$ cat src/rtl/jloc_pkg.sv
// Package for the jet/lepton overlap cleaning block: item function codes, register
// indexes, reject reason codes, angle constants, sequencer states and status types.
// It depends on nothing else.
package jloc_pkg;

  // Function carried by an input item.
  typedef enum logic [1:0] {
    FUNC_CLEAR  = 2'd0,
    FUNC_LEPTON = 2'd1,
    FUNC_JET    = 2'd2,
    FUNC_NONE   = 2'd3
  } func_t;

  // Configuration register indexes.
  typedef enum logic [2:0] {
    REG_JET_MIN_PT    = 3'd0,
    REG_BTAG_MAX      = 3'd1,
    REG_PILEUP_MIN    = 3'd2,
    REG_ABS_ETA_MAX   = 3'd3,
    REG_LEPTON_MIN_PT = 3'd4,
    REG_CONE_RADIUS   = 3'd5
  } reg_idx_t;

  // Reject reason codes, first failing cut wins.
  typedef enum logic [2:0] {
    RSN_KEPT   = 3'd0,
    RSN_LOW_PT = 3'd1,
    RSN_BTAG   = 3'd2,
    RSN_PILEUP = 3'd3,
    RSN_ETA    = 3'd4,
    RSN_NEAR   = 3'd5
  } reason_t;

  // Sequencer states of the top level.
  typedef enum logic [1:0] {
    ST_IDLE,
    ST_SCAN,
    ST_RESULT
  } state_t;

  // 2*pi and pi in Q3.12.
  localparam logic [14:0] TWO_PI_Q12 = 15'd25736;
  localparam logic [14:0] PI_Q12     = 15'd12868;

  // Status of the cone distance pipeline.
  typedef struct packed {
    logic busy;     // a comparison is still in flight
    logic hit_vld;  // a comparison result is available this cycle
    logic hit;      // that lepton lies inside the cone
  } cone_stat_t;

endpackage

$ cat src/rtl/jloc_cone_unit.sv
// Three-stage delta-R pipeline: one stored lepton against the current jet per cycle.
// Depends on jloc_pkg for the angle constants and the status struct.
module jloc_cone_unit (
  input  logic                     clk,
  input  logic                     rst_n,
  input  logic                     lep_vld,
  input  logic signed [15:0]       jet_eta,
  input  logic signed [14:0]       jet_phi,
  input  logic signed [15:0]       lep_eta,
  input  logic signed [14:0]       lep_phi,
  input  logic [29:0]              radius_sq,
  output jloc_pkg::cone_stat_t     stat
);
  import jloc_pkg::*;

  logic signed [16:0] deta;
  logic signed [15:0] dphi;
  logic [15:0]        adeta;
  logic [14:0]        adphi;
  logic [14:0]        wrap1;
  logic [14:0]        fold;

  logic        s1_vld_r;
  logic [15:0] s1_deta_r;
  logic [14:0] s1_dphi_r;
  logic        s2_vld_r;
  logic [31:0] s2_esq_r;
  logic [29:0] s2_psq_r;
  logic        s3_vld_r;
  logic        s3_hit_r;

  // Absolute differences, with dphi folded into [0, pi].
  always_comb begin
    deta  = 17'(jet_eta) - 17'(lep_eta);
    dphi  = 16'(jet_phi) - 16'(lep_phi);
    adeta = deta[16] ? 16'(-deta) : deta[15:0];
    adphi = dphi[15] ? 15'(-dphi) : dphi[14:0];
    wrap1 = (adphi > TWO_PI_Q12) ? 15'(adphi - TWO_PI_Q12) : adphi;
    fold  = (wrap1 > PI_Q12) ? 15'(TWO_PI_Q12 - wrap1) : wrap1;
  end

  always_ff @(posedge clk) begin
    if (!rst_n) begin
      s1_vld_r <= 1'b0;
      s2_vld_r <= 1'b0;
      s3_vld_r <= 1'b0;
    end else begin
      s1_vld_r <= lep_vld;
      s2_vld_r <= s1_vld_r;
      s3_vld_r <= s2_vld_r;
    end
  end

  always_ff @(posedge clk) begin
    s1_deta_r <= adeta;
    s1_dphi_r <= fold;
    s2_esq_r  <= 32'(s1_deta_r) * 32'(s1_deta_r);
    s2_psq_r  <= 30'(s1_dphi_r) * 30'(s1_dphi_r);
    s3_hit_r  <= (33'(s2_esq_r) + 33'(s2_psq_r)) < 33'(radius_sq);
  end

  assign stat.busy    = s1_vld_r | s2_vld_r | s3_vld_r;
  assign stat.hit_vld = s3_vld_r;
  assign stat.hit     = s3_hit_r;

endmodule

$ cat src/rtl/jet_lepton_overlap_cleaning.sv
// Top level of the jet/lepton overlap cleaning block: register file, lepton store,
// control sequencer and result register. Depends on jloc_pkg and jloc_cone_unit.
//
// Usage. Items arrive on the in_ channel under valid/ready. A clear item empties
// the lepton store and the sticky overflow flag of the event. A lepton item whose
// pt reaches lepton_min_pt has its eta and phi written into the store; a qualifying
// lepton beyond MAX_LEPTONS entries is dropped and sets the overflow flag. A jet
// item is run through the pt, b-tag, pileup and |eta| cuts (first failure wins),
// and a jet that passes them is compared against every stored lepton with
// deta^2 + dphi^2 < cone_radius^2. Each jet item yields exactly one result item on
// the out_ channel; clear, lepton and unused items yield none.
//
// Timing. Clear and lepton items are handled in the idle state. A jet rejected by a cut,
// or seen with an empty store, goes from acceptance straight to the result state.
// A jet that is scanned stays in the scan state while the store memory delivers one
// lepton per cycle and the three-stage distance pipeline drains.
// The block holds one item at a time; in_ready is high only while it is idle.
//
// Reset and stall. Reset loads the register defaults and empties the store; no
// clearing pass is needed. When the receiver stalls, the result waits in the output
// register and the block keeps taking clear and lepton items; a following jet
// waits in the result state until the output register is free.
module jet_lepton_overlap_cleaning #(
  parameter int MAX_LEPTONS = 8
) (
  input  logic               clk,
  input  logic               rst_n,
  // input item channel
  input  logic               in_valid,
  output logic               in_ready,
  input  logic [1:0]         in_func,
  input  logic [15:0]        in_momentum_pt,
  input  logic signed [15:0] in_pseudorapidity,
  input  logic signed [14:0] in_azimuth,
  input  logic signed [15:0] in_btag_score,
  input  logic [7:0]         in_pileup_flag,
  // result item channel
  output logic               out_valid,
  input  logic               out_ready,
  output logic               out_keep,
  output logic [2:0]         out_reject_reason,
  output logic               out_store_overflowed,
  // configuration write channel
  input  logic               cfg_valid,
  output logic               cfg_ready,
  input  logic [2:0]         cfg_index,
  input  logic [15:0]        cfg_data
);
  import jloc_pkg::*;

  localparam int CNT_W = $clog2(MAX_LEPTONS + 1);
  localparam int AW    = (MAX_LEPTONS > 1) ? $clog2(MAX_LEPTONS) : 1;
  localparam logic [CNT_W-1:0] CNT_MAX = CNT_W'(MAX_LEPTONS);

  // Configuration registers.
  logic [15:0]        jet_min_pt_r;
  logic signed [15:0] btag_max_r;
  logic [7:0]         pileup_min_r;
  logic [14:0]        abs_eta_max_r;
  logic [15:0]        lepton_min_pt_r;
  logic [14:0]        cone_radius_r;
  logic [29:0]        radius_sq_r;

  // Lepton store: phi in the low 15 bits, eta above.
  logic [30:0]        lep_mem [MAX_LEPTONS];
  logic [30:0]        rd_data_r;
  logic               rd_vld_r;
  logic [CNT_W-1:0]   rd_idx_r;
  logic [CNT_W-1:0]   lep_cnt_r;
  logic               ovf_r;

  // Jet under test.
  logic signed [15:0] jet_eta_r;
  logic signed [14:0] jet_phi_r;
  reason_t            reason_r;
  logic               hit_r;

  logic               out_valid_r;
  logic               out_keep_r;
  reason_t            out_reason_r;

  state_t             state_r, state_nxt;
  cone_stat_t         cone_stat;

  logic               in_acc;
  func_t              func;
  logic [15:0]        abs_eta;
  reason_t            cut_reason;
  reason_t            final_reason;
  logic               issue;
  logic               scan_done;
  logic               out_load;
  logic               lep_qual;

  assign cfg_ready = 1'b1;
  assign func      = func_t'(in_func);
  assign in_acc    = in_valid && in_ready;
  assign lep_qual  = in_momentum_pt >= lepton_min_pt_r;

  // Cut chain on the incoming jet; the most negative eta maps to 32768.
  always_comb begin
    abs_eta = in_pseudorapidity[15] ? 16'(-in_pseudorapidity) : in_pseudorapidity;
    priority if (in_momentum_pt < jet_min_pt_r) begin
      cut_reason = RSN_LOW_PT;
    end else if (in_btag_score > btag_max_r) begin
      cut_reason = RSN_BTAG;
    end else if (in_pileup_flag < pileup_min_r) begin
      cut_reason = RSN_PILEUP;
    end else if (abs_eta > 16'(abs_eta_max_r)) begin
      cut_reason = RSN_ETA;
    end else begin
      cut_reason = RSN_KEPT;
    end
  end

  assign final_reason = (reason_r == RSN_KEPT && hit_r) ? RSN_NEAR : reason_r;

  // Next state.
  always_comb begin
    state_nxt = state_r;
    unique case (state_r)
      ST_IDLE: begin
        if (in_acc && func == FUNC_JET) begin
          state_nxt = (cut_reason != RSN_KEPT || lep_cnt_r == '0) ? ST_RESULT : ST_SCAN;
        end
      end
      ST_SCAN: begin
        if (scan_done) begin
          state_nxt = ST_RESULT;
        end
      end
      ST_RESULT: begin
        if (out_load) begin
          state_nxt = ST_IDLE;
        end
      end
      default: state_nxt = ST_IDLE;
    endcase
  end

  // Sequencer outputs.
  always_comb begin
    in_ready  = 1'b0;
    issue     = 1'b0;
    scan_done = 1'b0;
    out_load  = 1'b0;
    unique case (state_r)
      ST_IDLE:   in_ready = 1'b1;
      ST_SCAN: begin
        issue     = rd_idx_r < lep_cnt_r;
        scan_done = !issue && !rd_vld_r && !cone_stat.busy;
      end
      ST_RESULT: out_load = !out_valid_r || out_ready;
      default: ;
    endcase
  end

  always_ff @(posedge clk) begin
    if (!rst_n) begin
      state_r <= ST_IDLE;
    end else begin
      state_r <= state_nxt;
    end
  end

  // Configuration registers; the squared radius is kept ready for the compare.
  always_ff @(posedge clk) begin
    if (!rst_n) begin
      jet_min_pt_r    <= 16'd480;
      btag_max_r      <= 16'sd32767;
      pileup_min_r    <= 8'd0;
      abs_eta_max_r   <= 15'd19456;
      lepton_min_pt_r <= 16'd160;
      cone_radius_r   <= 15'd1228;
    end else if (cfg_valid && cfg_ready) begin
      unique case (reg_idx_t'(cfg_index))
        REG_JET_MIN_PT:    jet_min_pt_r    <= cfg_data;
        REG_BTAG_MAX:      btag_max_r      <= cfg_data;
        REG_PILEUP_MIN:    pileup_min_r    <= cfg_data[7:0];
        REG_ABS_ETA_MAX:   abs_eta_max_r   <= cfg_data[14:0];
        REG_LEPTON_MIN_PT: lepton_min_pt_r <= cfg_data;
        REG_CONE_RADIUS:   cone_radius_r   <= cfg_data[14:0];
        default: ;
      endcase
    end
  end

  always_ff @(posedge clk) begin
    radius_sq_r <= 30'(cone_radius_r) * 30'(cone_radius_r);
  end

  // Store fill count and sticky overflow flag.
  always_ff @(posedge clk) begin
    if (!rst_n) begin
      lep_cnt_r <= '0;
      ovf_r     <= 1'b0;
    end else if (in_acc) begin
      if (func == FUNC_CLEAR) begin
        lep_cnt_r <= '0;
        ovf_r     <= 1'b0;
      end else if (func == FUNC_LEPTON && lep_qual) begin
        if (lep_cnt_r < CNT_MAX) begin
          lep_cnt_r <= lep_cnt_r + 1'b1;
        end else begin
          ovf_r <= 1'b1;
        end
      end
    end
  end

  // Store writes happen only in the idle state and reads only during a scan,
  // so a read never meets a write to the same entry.
  always_ff @(posedge clk) begin
    if (in_acc && func == FUNC_LEPTON && lep_qual && lep_cnt_r < CNT_MAX) begin
      lep_mem[lep_cnt_r[AW-1:0]] <= {in_pseudorapidity, in_azimuth};
    end
    if (issue) begin
      rd_data_r <= lep_mem[rd_idx_r[AW-1:0]];
    end
  end

  always_ff @(posedge clk) begin
    if (!rst_n) begin
      rd_vld_r <= 1'b0;
      rd_idx_r <= '0;
      hit_r    <= 1'b0;
    end else begin
      rd_vld_r <= issue;
      if (in_acc && func == FUNC_JET) begin
        rd_idx_r <= '0;
        hit_r    <= 1'b0;
      end else begin
        if (issue) begin
          rd_idx_r <= rd_idx_r + 1'b1;
        end
        if (cone_stat.hit_vld && cone_stat.hit) begin
          hit_r <= 1'b1;
        end
      end
    end
  end

  always_ff @(posedge clk) begin
    if (in_acc && func == FUNC_JET) begin
      jet_eta_r <= in_pseudorapidity;
      jet_phi_r <= in_azimuth;
      reason_r  <= cut_reason;
    end
  end

  jloc_cone_unit u_cone (
    .clk       (clk),
    .rst_n     (rst_n),
    .lep_vld   (rd_vld_r),
    .jet_eta   (jet_eta_r),
    .jet_phi   (jet_phi_r),
    .lep_eta   (rd_data_r[30:15]),
    .lep_phi   (rd_data_r[14:0]),
    .radius_sq (radius_sq_r),
    .stat      (cone_stat)
  );

  // Result register.
  always_ff @(posedge clk) begin
    if (!rst_n) begin
      out_valid_r <= 1'b0;
    end else if (out_load) begin
      out_valid_r <= 1'b1;
    end else if (out_ready) begin
      out_valid_r <= 1'b0;
    end
  end

  always_ff @(posedge clk) begin
    if (out_load) begin
      out_keep_r   <= (final_reason == RSN_KEPT);
      out_reason_r <= final_reason;
    end
  end

  // The overflow flag cannot change while a jet is in flight; it is sampled with the
  // result, so clear and lepton items taken while the result waits do not alter it.
  logic ovf_out_r;
  always_ff @(posedge clk) begin
    if (out_load) begin
      ovf_out_r <= ovf_r;
    end
  end

  assign out_valid            = out_valid_r;
  assign out_keep             = out_keep_r;
  assign out_reject_reason    = out_reason_r;
  assign out_store_overflowed = ovf_out_r;

endmodule

$ cat config.mk
export PLATFORM = sky130hd
export DESIGN_NAME = jet_lepton_overlap_cleaning
export DESIGN_NICKNAME = d
export VERILOG_FILES = /design/src/rtl/jloc_pkg.sv /design/src/rtl/jloc_cone_unit.sv /design/src/rtl/jet_lepton_overlap_cleaning.sv
export SDC_FILE = /design/constraint.sdc
export NUM_CORES = 2
export LEC_CHECK = 0
export BUFFER_PORTS_ARGS = -buffer_cell sky130_fd_sc_hd__buf_2
export CORE_MARGIN = 2
export CORE_UTILIZATION = 25
export CTS_CLUSTER_SIZE = 16
export DETAILED_ROUTE_END_ITERATION = 12
export GPL_TIMING_DRIVEN = 0
export PLACE_DENSITY = 0.42
export SYNTH_ARGS = -nofsm -noshare
export SYNTH_HDL_FRONTEND = slang
export SYNTH_SLANG_ARGS = --single-unit
export TNS_END_PERCENT = 30
$ cat constraint.sdc
create_clock -name clk -period 7.2 [get_ports clk]
set_input_delay 0.72 -clock clk [delete_from_list [all_inputs] [get_ports clk]]
set_output_delay 0.72 -clock clk [all_outputs]
set_load 0.02 [all_outputs]
**Word-level counts from Yosys, hierarchy flattened**

Memory sizes are Yosys's and may differ from the RTL's. A register that Yosys moved wholly into a read port is not among the register bits.
Cells that the tools add are included.

- Word-level logic and storage cells: 133
- Register bits: 266
- Memory bits (writable): 248
- Output and inout port bits: 8
- Input port bits: 97
- Memories kept: 1

Memories:

| memory | words | bits a word | rd ports | clocked after Yosys merged registers in | write ports | line | RTL |
|---|---|---|---|---|---|---|---|
| lep_mem | 8 | 31 | 1 | 1 | 1 | jet_lepton_overlap_cleaning.sv:65 | `logic [30:0] lep_mem [MAX_LEPTONS];` |

- $lt $le $gt $ge: 10
- Bitwise logic cells: 3
- Equal/unequal tests: 13
- Multiplexer cells: 29
- Add/sub/neg operators: 10
- Multipliers: 3
- Reductions and logical operators: 36

Operator list:

| kind | count |
|---|---|
| $mul 15x15->30 | 2 |
| $mux 15 | 3 |
| $add 32x30->33 | 1 |
| $lt 33x30->1 | 1 |
| $mul 16x16->32 | 1 |
| $mux 16 | 2 |
| $neg 16->16 | 2 |
| $sub 16x16->17 | 1 |
| $ge 16x16->1 | 1 |
| $gt 16x15->1 | 1 |
| $gt 16x16->1 | 1 |
| $lt 16x16->1 | 1 |
| $sub 15x15->16 | 1 |
| $gt 15x14->1 const B | 1 |
| $gt 15x15->1 const B | 1 |
| $mux 3 | 5 |
| $neg 15->15 | 1 |
| $sub 15x15->15 const A | 1 |
| $sub 15x15->15 const B | 1 |
| $mux 4 | 3 |
| $reduce_and 2->1 | 6 |
| $mux 1 | 11 |
| $logic_and 1x1->1 | 10 |
| $logic_not 3->1 | 3 |
| other kinds (22) | 43 |

**Longest topological paths before layout**

- Word-level depth: 12
- Depth in mapped cells: 30
- Mapped depth without buffers: 29

**Hierarchy**

From an unflattened synthesis, not the netlist that was laid out.

- Cells, all modules: 4,219
- Area total of the unflattened synthesis: 44,222.4 um^2

By module, submodules not included:

| module | area an instance (um^2) | cells each | times used | seq. area each (um^2) |
|---|---|---|---|---|
| jet_lepton_overlap_cleaning | 24,185.7 | 1,924 | 1 | 12,131.6 |
| jloc_cone_unit | 20,036.7 | 2,295 | 1 | 1,901.8 |

**Least setup slack after synthesis**

OpenSTA, ideal clock, no wires.

- Path kind: register to register
- From: register u_cone.s1_deta_r[4]
- To: register u_cone.s2_esq_r[28]
- Library setup time: 72 ps
- Path buffers: 1
- Setup slack: 784 ps
- Stages on the path, launching flop included: 26
- Arrival: 6,344 ps
- Clock period less this slack: 6,416 ps
- Path through: dfxtp_1 -> clkbuf_1 -> nand2_1 -> inv_1 -> fa_1 -> inv_1 -> fa_1 -> fa_1 -> inv_1 -> fa_1 -> inv_1 -> fa_1 -> inv_1 -> fa_1 -> ha_1 -> nor3_1 -> nor2_1 -> and3_1 -> a221oi_1 -> o21ai_0 -> o31ai_1 -> a21boi_0 -> o21a_1 -> o21ai_0 -> nor2b_1 -> xnor2_1

- Cells in the longest elaborated chain, start to end: 1

Ends and longest elaborated chain:

| what | line | RTL |
|---|---|---|
| start, declared | jloc_cone_unit.sv:24 | `logic [15:0] s1_deta_r;` |
| start signal, assigned | jloc_cone_unit.sv:55 | `s1_deta_r <= adeta;` |
| $mul 16x16->32 | jloc_cone_unit.sv:57 | `s2_esq_r <= 32'(s1_deta_r) * 32'(s1_deta_r);` |
| end signal, assigned | jloc_cone_unit.sv:57 |  |
| end, declared | jloc_cone_unit.sv:27 | `logic [31:0] s2_esq_r;` |

Every way passes these cells.
A chain may end at the register's enable or synchronous reset.

**Worst setup path in the final report**

- From: register u_cone.s1_deta_r[10]
- To: register u_cone.s2_esq_r[28]

Same word-level chain as after synthesis.

==> results.txt <==
Fmax = 0.146 GHz
Max-slew violations = 0
Antenna Nets Post-Route = 0
Initial core utilization = 25.2%
Count leader, synth = inv_1
Clk_lat worst skew = 0.65 ns
Num CTS Buffers = 66
Commonest cells in the netlist = inv_1, ha_1, fa_1, nand2_1, edfxtp_1
CTS tree = built
IO buf count = 102
H-tree lvl count = 3
Synth Warn # = 0
Syn_nets = 5143
Clock Sinks = 542
Dpl cells = 6622
Die Footprint = 179000 um^2
Initial antenna violation count = 8
R2R depth = 25
Avg Inst Size Synth = 10.6 um^2
Post-synthesis cell count = 4155
Final hold vios = 0
Top post-synthesis cells by area = edfxtp_1, fa_1, ha_1
Tcrit/Tclk final = 94.9%
Post-synth top area share = 21.7%
Worst Hold Class = primary input to flip-flop
Grt ovf = 0
Detailed Route WL = 110000 um
Ys async rst share = 0%
RSZ-0062 raised after global routing = yes
WHS Path Cells = 1
Number of global-route vias before repair = 31000
CP Capture Type = flip-flop
Post-synthesis sequential area ratio = 31.9%
Post-layout minimum cycle time = 6.83 ns
Crit-path max FO = 11
Pin slew with the least headroom to its limit = 1.16 ns
DRC violations left = 0
Root Buffer = clkbuf_16
Die Wd = 423 um
Worst-path clk slew = 0.06 ns
Status = complete, no violations
# setup viols final = 0
Worst hold margin = 0.371 ns
Placer Congestion = 0.781
Hold Buf Count CTS = 0
DR WL/cell = 16.4 um
CP Class = flip-flop to flip-flop
Slew HR = 22.8%
Initial DRC Count = 1228
Layout Skew = 0.0257 ns
DRT Pass-1 Iters = 5
Vias per cell = 4.26
Clk buf depth = 3
Die H = 423 um
P&R area growth vs syn = 14.5%
Fillers = 18300
Synthesized area = 43900 um^2
Top_reg_cell synth = edfxtp_1
Crit start category = flip-flop
Vias = 28800
Worst EP required = 7.76 ns
Io pins = 105
Cell Count, Final, Fillers Out = 6746
Largest net degree at the start of global routing = 25
Largest area contributor in the netlist = edfxtp_1
Dpl hpwl = 88300 um
Max_cap viols = 0
Yosys reg bits = 542
WP data arrival = 7.39 ns
Post-synth EDFFs = 318
Global-route wire length before repair = 176000 um
Fraction of layout cells with a size suffix above 1 = 10.6%
GRT Overall Usage = 12.5%
Core Area = 174000 um^2
Nets = 5356
Rows = 153
Distinct cells, synth = 89
[worst paths after layout]
check	slack, ns	start	to
setup / recovery	0.37	u_cone.s1_deta_r[10]	u_cone.s2_esq_r[28]
hold / removal	0.37	in_azimuth[1]	lep_mem[4][1]
setup reg to reg	0.37	u_cone.s1_deta_r[10]	u_cone.s2_esq_r[28]
hold reg to reg	0.45	ovf_r	out_store_overflowed
[state kept, by name (all words and copies together) (netlist names), 2 cells and up]
signal,flops
pileup_min_r,8
jet_min_pt_r,16
u_cone.s2_esq_r,31
u_cone.s1_deta_r,16
u_cone.s1_dphi_r,15
lep_mem,248
abs_eta_max_r,15
jet_eta_r,16
lepton_min_pt_r,16
u_cone.s2_psq_r,29
rd_data_r,31
btag_max_r,16
radius_sq_r,29
cone_radius_r,15
reason_r,3
rd_idx_r,4
lep_cnt_r,4
jet_phi_r,15
out_reject_reason,3
state_r,2
[logic make-up after synthesis]
logic type | synth area share (%)
and+or+nand+nor | 11.4
adders and majority gates | 32.9
buffers and inverters | 7.33
DFF | 31.9
AOI/OAI and AO/OA | 8.10
xor gates and xnor gates | 3.90
muxes | 4.37
other | 0.00854
[layout make-up]
class / instances / area (um^2) / share of cell area, %
clock buffer: 89 / 1820 / 3.62
tap: 2325 / 2910 / 5.79
clock inverter: 29 / 398 / 0.791
multi-input combinational: 2761 / 26800 / 53.4
inverter: 741 / 2790 / 5.55
timing repair buffer: 145 / 926 / 1.84
sequential: 542 / 14100 / 28.0
antenna: 3 / 7.51 / 0.0149
buffer: 111 / 533 / 1.06
[per-layer routing]
metal,wire (um),GRT usage [%],vias up,share of wire (%)
li1,-,-,14100,-
met1,52000,16.6,14200,47
met2,53000,21.3,309,48
met3,3300,1.76,121,3.0
met4,2080,2.91,12,1.9
met5,69,0,-,0.062
[worst max-delay path, stage by stage, from the launching register on]
cell	delay, ns
dfxtp_1	0.36
buf_2	0.34
nand2_1	0.14
inv_1	0.09
fa_1	0.42
inv_1	0.08
fa_1	0.43
fa_1	0.52
inv_1	0.05
fa_1	0.49
inv_1	0.06
fa_1	0.55
inv_1	0.07
fa_1	0.48
ha_1	0.39
nor3_1	0.21
nor2_1	0.07
and3_1	0.29
a221oi_4	0.37
o21ai_1	0.18
o31ai_2	0.29
a21boi_0	0.17
o21a_1	0.22
o21ai_1	0.17
nor2b_1	0.18
xnor2_1	0.13
[layout by cell type (no fill, tap or decap), types with 10 or more instances in the layout]
cell type | synthesis | layout
nand3_1 | 41 | 41
dfxtp_1 | 224 | 203
and2_1 | 156 | 156
inv_1 | 741 | 739
xnor2_1 | 146 | 145
clkbuf_2 | 0 | 20
mux2i_1 | 12 | 12
o31ai_1 | 14 | 13
edfxtp_1 | 318 | 318
nor2_1 | 181 | 177
and3_1 | 21 | 21
buf_6 | 1 | 21
buf_4 | 3 | 32
mux4_2 | 62 | 62
nor3_1 | 45 | 41
ha_1 | 449 | 449
a21oi_1 | 125 | 123
clkbuf_16 | 0 | 66
a21o_1 | 61 | 61
buf_2 | 1 | 106
nand2b_1 | 39 | 39
nand2_1 | 397 | 397
dfxtp_2 | 0 | 16
nand4_1 | 17 | 17
xor2_1 | 48 | 48
o21bai_1 | 18 | 18
o21a_1 | 36 | 36
or3_1 | 21 | 21
a21boi_0 | 70 | 70
nor4_1 | 13 | 10
nor2b_1 | 43 | 43
fa_1 | 442 | 442
a31oi_1 | 13 | 11
o211ai_1 | 33 | 33
or2_2 | 16 | 16
o21ai_0 | 94 | 90
clkbuf_1 | 97 | 73
mux2_2 | 36 | 36
[through the flow]
step                      utilization (%)  setup TNS (ns)  instance area [um^2]  setup slack, ns
after floorplan                         -               0                 43900            0.784
after global placement               27.2         -411.16                 47400            -3.55
after detailed placement             27.4           -5.23                 47800           -0.824
after CTS                            28.8               0                 50100          0.00628
after global routing                 28.9         -0.0485                 50300          -0.0452
final                                28.9               0                 50300            0.370
[what timing repair did]
| action | 4_1_cts | 5_1_grt |
|---|---|---|
| buffers inserted | 3 | 0 |
| setup endpoints to repair | 18 | 11 |
| resized for setup | 58 | 72 |
Power is not shown: default switching activity piles up to over one toggle a cycle in this logic, so the estimate is an artifact.
